<file path="src/rtl/core/cdhri_ram.sv">
// Generic single-write, single-read RAM with a registered read port.
`timescale 1ns / 1ps
`default_nettype none

module cdhri_ram #(
  parameter int WIDTH = 8,
  parameter int DEPTH = 16
) (
  input  wire logic                     clk,
  input  wire logic                     wr_en,
  input  wire logic [$clog2(DEPTH)-1:0] wr_addr,
  input  wire logic [WIDTH-1:0]         wr_data,
  input  wire logic                     rd_en,
  input  wire logic [$clog2(DEPTH)-1:0] rd_addr,
  output logic      [WIDTH-1:0]         rd_data
);

  logic [WIDTH-1:0] mem [DEPTH];

  always_ff @(posedge clk) begin
    if (wr_en) begin
      mem[wr_addr] <= wr_data;
    end
    if (rd_en) begin
      rd_data <= mem[rd_addr];
    end
  end

endmodule

`default_nettype wire

</file>
<file path="config.mk">
export PLATFORM = sky130hd
export DESIGN_NAME = cdhri_ram
export DESIGN_NICKNAME = d
export VERILOG_FILES = /design/src/rtl/core/cdhri_ram.sv
export SDC_FILE = /design/constraint.sdc
export NUM_CORES = 1
export LEC_CHECK = 0
export ABC_AREA = 1
export BUFFER_PORTS_ARGS = -buffer_cell sky130_fd_sc_hd__buf_2
export CORE_MARGIN = 5
export CORE_UTILIZATION = 40
export CTS_BUF_LIST = sky130_fd_sc_hd__clkbuf_8
export CTS_CLUSTER_DIAMETER = 80
export DETAILED_ROUTE_END_ITERATION = 10
export PLACE_DENSITY = 0.62
export SYNTH_ARGS = -nofsm -noshare
export SYNTH_HDL_FRONTEND = slang
export SYNTH_SLANG_ARGS = --single-unit
</file>
<file path="constraint.sdc">
create_clock -name clk -period 4.1 [get_ports clk]
set_clock_uncertainty 0.15 [all_clocks]
set_input_delay 0.82 -clock clk [delete_from_list [all_inputs] [get_ports clk]]
set_output_delay 0.82 -clock clk [all_outputs]
set_load 0.03 [all_outputs]
</file>
==> qor.yml, run 1 <==
placement:
  io_buffers: 26
  placed_cells: 739
  hpwlAfterDp_um: 7810
  place_congestion: 0.845
die:
  rows: 44
  start_util_pct: 40.5
  die_area_um2: 17100
  die_height_um: 131
  die_width_um: 131
  io_pins: 27
  core_region_area_um2: 14400
finish:
  final_util_pct: 44.3
  fillers: 1359
  final_common_cell: "nand2_1"
  stdcell_count: 767
  drive_gt1_share_pct: 8.75
  final_cell_mix: "nand2_1 (173), edfxtp_1 (136), inv_1 (104)"
  final_nets: 593
  n_antenna_cell: 0
  area_growth_syn_to_layout_pct: 9.22
run_status:
  status: "completed"
route:
  drc_errors: 0
  firstDrtPassIters: 6
  ant_nets: 0
  drtIter0Drc: 400
  totalWireLength_um: 12700
  vias: 3700
  drt-vias-per-instance: 4.82
  routedWlPerCell_um: 16.6
logic_synthesis:
  yosysWarningCount: 0
  yosysTopAreaCell: "edfxtp_1"
  yosysUniqueCellTypes: 11
  netlist_area_um2: 5850
  ys_ff_latch: 136
  syn_nets: 570
  ys_top_cells_by_area: "edfxtp_1 (70%), nand2_1 (11%), nand3_1 (8.3%), inv_1 (6.4%), buf_6 (1.2%)"
  ys_seq_area_share_pct: 69.8
  synth_top_area_share_pct: 69.8
  avgSynthCellArea_um2: 10.6
  syn_inst: 551
clock_network:
  cts_resized: 0
  tritoncts: "done"
  cts_setup_buffers: 0
  htree_levels: 4
  ctsRootBufferMaster: "clkbuf_8"
  path_clk_slew_ns: 0.07
  cts_made_buffers: 17
  cts_buffer_depth: 2
  clkSinkCount: 136
  clock_latency_ns: 0.43
  hold_buffers: 0
setup_path:
  path_buf_inv: 2
  critPathRequiredTime_ns: 4.14
  worstSetupEndpointType: "flop"
  crit_fanout: 33
  cpMostUsedCell: "nand3_1"
  critPathKind: "in2reg"
  crit_family: "buffers and inverters"
  path_cells: "buf_2 > inv_2 > nand3_1 > nand3_1 > nand3_1 > nand2_1"
  max_stage_delay_ns: 0.52
  cp-start-kind: "input port"
  critical_path.slowest_cell: "buf_2"
  worst_ep_arrival_time_ns: 2.36
power:
  power_density_nw_per_um2: 427
  total_power_w: 0.00273
  vdd_ir_drop_max_v: 0.000185
  power.leakage_nw: 2.72
sta:
  period_share_pct: 56.6
  max_freq_mhz: 431
  rsz0062_at_grt: "no"
  setup_violations: 0
  drv_slew: 0
  worst-slew-pin-transition_ns: 0.956
  tns_ns: 0
  slew_headroom_pct: 36.1
  finalHoldViolations: 0
  hold_ws_ns: 0.603
  period_minus_slack_ns: 2.32
worst_hold_path:
  hp-class: "in2reg"
global_routing:
  grt_pass1_vias: 3684
  grt_use_total_pct: 16.0
  antenna_found_initial: 0
  grt_max_degree: 65
  grt-ovfl-total: 0
  grt_pass1_wl_um: 20100
job:
  max_cap_viol_count: 0
==> final timing paths <==
path              startpoint    endpoint  slack, ns  depth (start not counted)
setup reg to reg   mem[0][7]  rd_data[7]       2.75                          6
hold reg to reg   mem[10][7]  rd_data[7]       0.61                          6
setup / recovery  rd_addr[1]  rd_data[7]       1.78                          6
hold / removal         rd_en  rd_data[2]       0.60                          1
==> sequential cells by signal (all words and copies together), names as in the netlist <==
register / cells
mem: 128
rd_data: 8
==> power by group <==
part	internal (W)	switching (W)
clock network	0.000508	0.000456
registers	0.00157	0.00000925
logic	0.0000480	0.000142
==> logic make-up (layout without fill, tap and decap cells) <==
family | after synthesis | after routing | synth area share, %
and+or+nand+nor | 289 | 289 | 20.8
DFF | 136 | 136 | 69.8
buffers and inverters | 126 | 158 | 9.39
==> per-layer routing <==
| layer | track usage (%) | part of all wire (%) | up-vias |
|---|---|---|---|
| li1 | - | - | 1819 |
| met1 | 21.5 | 45 | 1760 |
| met2 | 25.7 | 48 | 104 |
| met3 | 4.15 | 5.2 | 17 |
| met4 | 4.90 | 1.4 | 0 |
| met5 | 0 | 0 | - |
==> area by class of cell <==
cell class	instances	area (µm²)	area share, %
clock buffers	17	234	3.66
inverters	102	383	6.00
well taps	184	230	3.61
clock inverters	11	96.3	1.51
multi-input cells	289	1210	19.0
repair buffers	28	145	2.27
flip-flops and latches	136	4080	63.9
==> worst reg2reg max path, cell delays in order, from the launching register on <==
cell	delay, ns
edfxtp_1	0.37
inv_1	0.06
nand2_1	0.05
nand3_1	0.10
nand3_1	0.11
nand3_1	0.19
nand2_1	0.07
==> per-stage QoR <==
stage	instance area [µm²]	setup WS [ns]
after floorplan	5850	2.18
after global placement	6060	1.35
after detailed placement	6060	1.35
after CTS	6390	1.81
after global routing	6390	1.66
final	6390	1.78
==> Yosys cell counts <==
library cell,n
buf_6,6
inv_2,2
nand3_1,97
buf_2,13
inv_1,100
nand3b_1,2
nor2_1,17
edfxtp_1,136
buf_4,4
nand2_1,173
buf_1,1
Power figures use the tool's default switching activity.
==> run 2, diff against run 1 <==
--- a/config.mk
+++ b/config.mk
@@ -5,7 +5,7 @@
 export SDC_FILE = /design/constraint.sdc
 export NUM_CORES = 1
 export LEC_CHECK = 0
-export ABC_AREA = 1
+export ABC_AREA = 0
 export BUFFER_PORTS_ARGS = -buffer_cell sky130_fd_sc_hd__buf_2
 export CORE_MARGIN = 5
 export CORE_UTILIZATION = 40
==> constraint.sdc (replaced) <==
create_clock -name clk -period 2.23 [get_ports clk]
set_clock_uncertainty 0.15 [all_clocks]
set_input_delay 0.446 -clock clk [delete_from_list [all_inputs] [get_ports clk]]
set_output_delay 0.446 -clock clk [all_outputs]
set_load 0.03 [all_outputs]
==> qor.yml, run 2 <==
route:
  totalWireLength_um: 10300
  vias: 2479
  drtIter0Drc: 222
  ant_nets: 0
  drt-vias-per-instance: 5.25
  drc_errors: 0
  firstDrtPassIters: 4
  routedWlPerCell_um: 21.9
die:
  core_region_area_um2: 12700
  die_area_um2: 15500
  io_pins: 27
  die_width_um: 124
  die_height_um: 124
  start_util_pct: 41.1
  rows: 41
finish:
  largest_reg_flops: 128
  final_cell_mix: "edfxtp_1 (136), buf_2 (26), buf_4 (20)"
  reg_top3: "mem x128, rd_data x8"
  fillers: 1092
  final_nets: 306
  multi_input_area_um2: 1060
  final_cell_area_um2: 6110
  drive_gt1_share_pct: 33.3
  final_util_pct: 48.0
  n_antenna_cell: 0
  area_growth_syn_to_layout_pct: 16.9
  final_common_cell: "edfxtp_1"
  stdcell_count: 472
  top_register: "mem"
  regArea_um2: 4080
clock_network:
  clock_latency_ns: 0.43
  cts_setup_buffers: 0
  tritoncts: "done"
  cts_made_buffers: 17
  hold_buffers: 0
  cts_buffer_depth: 2
  path_clk_slew_ns: 0.08
  htree_levels: 4
  clkSinkCount: 136
  cts_resized: 0
  ctsRootBufferMaster: "clkbuf_8"
setup_path:
  path_cells: "buf_2 > buf_12 > mux4_1 > a22oi_1 > nand2_1"
  critPathRequiredTime_ns: 2.26
  crit_start: "rd_addr[0]"
  max_stage_delay_ns: 0.59
  worst_ep_arrival_time_ns: 1.76
  worstSetupEndpointType: "flop"
  cp-start-kind: "input port"
  r2r_start: "mem[1][5]"
  critPathKind: "in2reg"
  crit_fanout: 21
  crit_family: "multiplexers"
  critical_path.slowest_cell: "mux4_1"
  path_buf_inv: 2
logic_synthesis:
  syn_inst: 229
  ys_top_cells_by_area: "edfxtp_1 (78%), mux4_2 (7.8%), mux4_1 (7.0%), a22oi_1 (2.3%), nor2_1 (0.93%)"
  ys_seq_area_share_pct: 78.1
  synth_edf_count: 136
  avgSynthCellArea_um2: 22.8
  synth_top_area_share_pct: 78.1
  syn_nets: 248
  netlist_area_um2: 5230
  ys_ff_latch: 136
  async_flop_share_pct: 0
  synth.most_common_cell: "edfxtp_1"
  ys.flop_type: "edfxtp_1"
  yosysWarningCount: 0
  synth_commonest_cells: "edfxtp_1 (136), mux4_2 (18), a22oi_1 (16), mux4_1 (14), nor2_1 (13)"
  yosysTopAreaCell: "edfxtp_1"
  yosysUniqueCellTypes: 18
power:
  vdd_ir_drop_max_v: 0.000325
  total_power_w: 0.00523
  power.leakage_nw: 2.03
  power_density_nw_per_um2: 857
placement:
  place_congestion: 0.726
  placed_cells: 440
  dpl-instance-area_um2: 5700
  io_buffers: 26
  hpwlAfterDp_um: 6760
worst_hold_path:
  hp-class: "in2reg"
  hp-start: "rd_en"
global_routing:
  grt_use_total_pct: 14.1
  grt-ovfl-total: 0
  grt_max_degree: 22
  grt_pass1_vias: 2606
  antenna_found_initial: 0
  grt_pass1_wl_um: 16000
sta:
  tns_ns: 0
  period_minus_slack_ns: 1.73
  drv_slew: 0
  rsz0062_at_grt: "no"
  setup_violations: 0
  finalHoldViolations: 0
  worst-slew-pin-transition_ns: 0.416
  slew_headroom_pct: 72.3
  period_share_pct: 77.5
  max_freq_mhz: 578
job:
  max_cap_viol_count: 0
run_status:
  status: "completed"
run 2: worst paths after layout:
kind                              endpoint  slack [ns]  cells past startpoint
worst max-delay path            rd_data[2]        0.50                      5
worst min-delay path            rd_data[4]        0.23                      1
worst max register to register  rd_data[5]        0.53                      3
worst min register to register  rd_data[1]        0.60                      3
run 2: report_power, final:
| part | switching, W | internal (W) |
|---|---|---|
| logic | 0.000177 | 0.000120 |
| registers | 0.0000139 | 0.00288 |
| clock network | 0.000943 | 0.00110 |
| total | 0.00113 | 0.00410 |
run 2: cell type report:
class	instances	area share (%)
multi-input cells	83	17.3
clock buffers	17	3.83
clock inverters	15	2.93
well taps	172	3.52
flip-flops and latches	136	66.8
repair buffers	49	5.57
run 2: cells by family after synthesis:
kind of cell	share of synthesized area, %
simple gates	3.14
flops	78.1
buf+inv	1.65
compound gates	2.30
mux	14.8
run 2: layer usage:
| metal | GRT usage [%] | wire length [µm] | up-vias |
|---|---|---|---|
| met5 | 0 | 0 | - |
| met4 | 5.80 | 150 | 0 |
| met3 | 3.39 | 610 | 12 |
| met2 | 20.3 | 4830 | 95 |
| met1 | 20.5 | 4730 | 1279 |
| li1 | - | - | 1093 |
run 2: metrics by stage:
step	hold slack [ns]	setup slack, ns
after global placement	0.585	0.0421
final	0.231	0.501
after detailed placement	0.589	0.0660
after floorplan	0.395	0.141
after CTS	0.190	0.517
after global routing	0.198	0.418
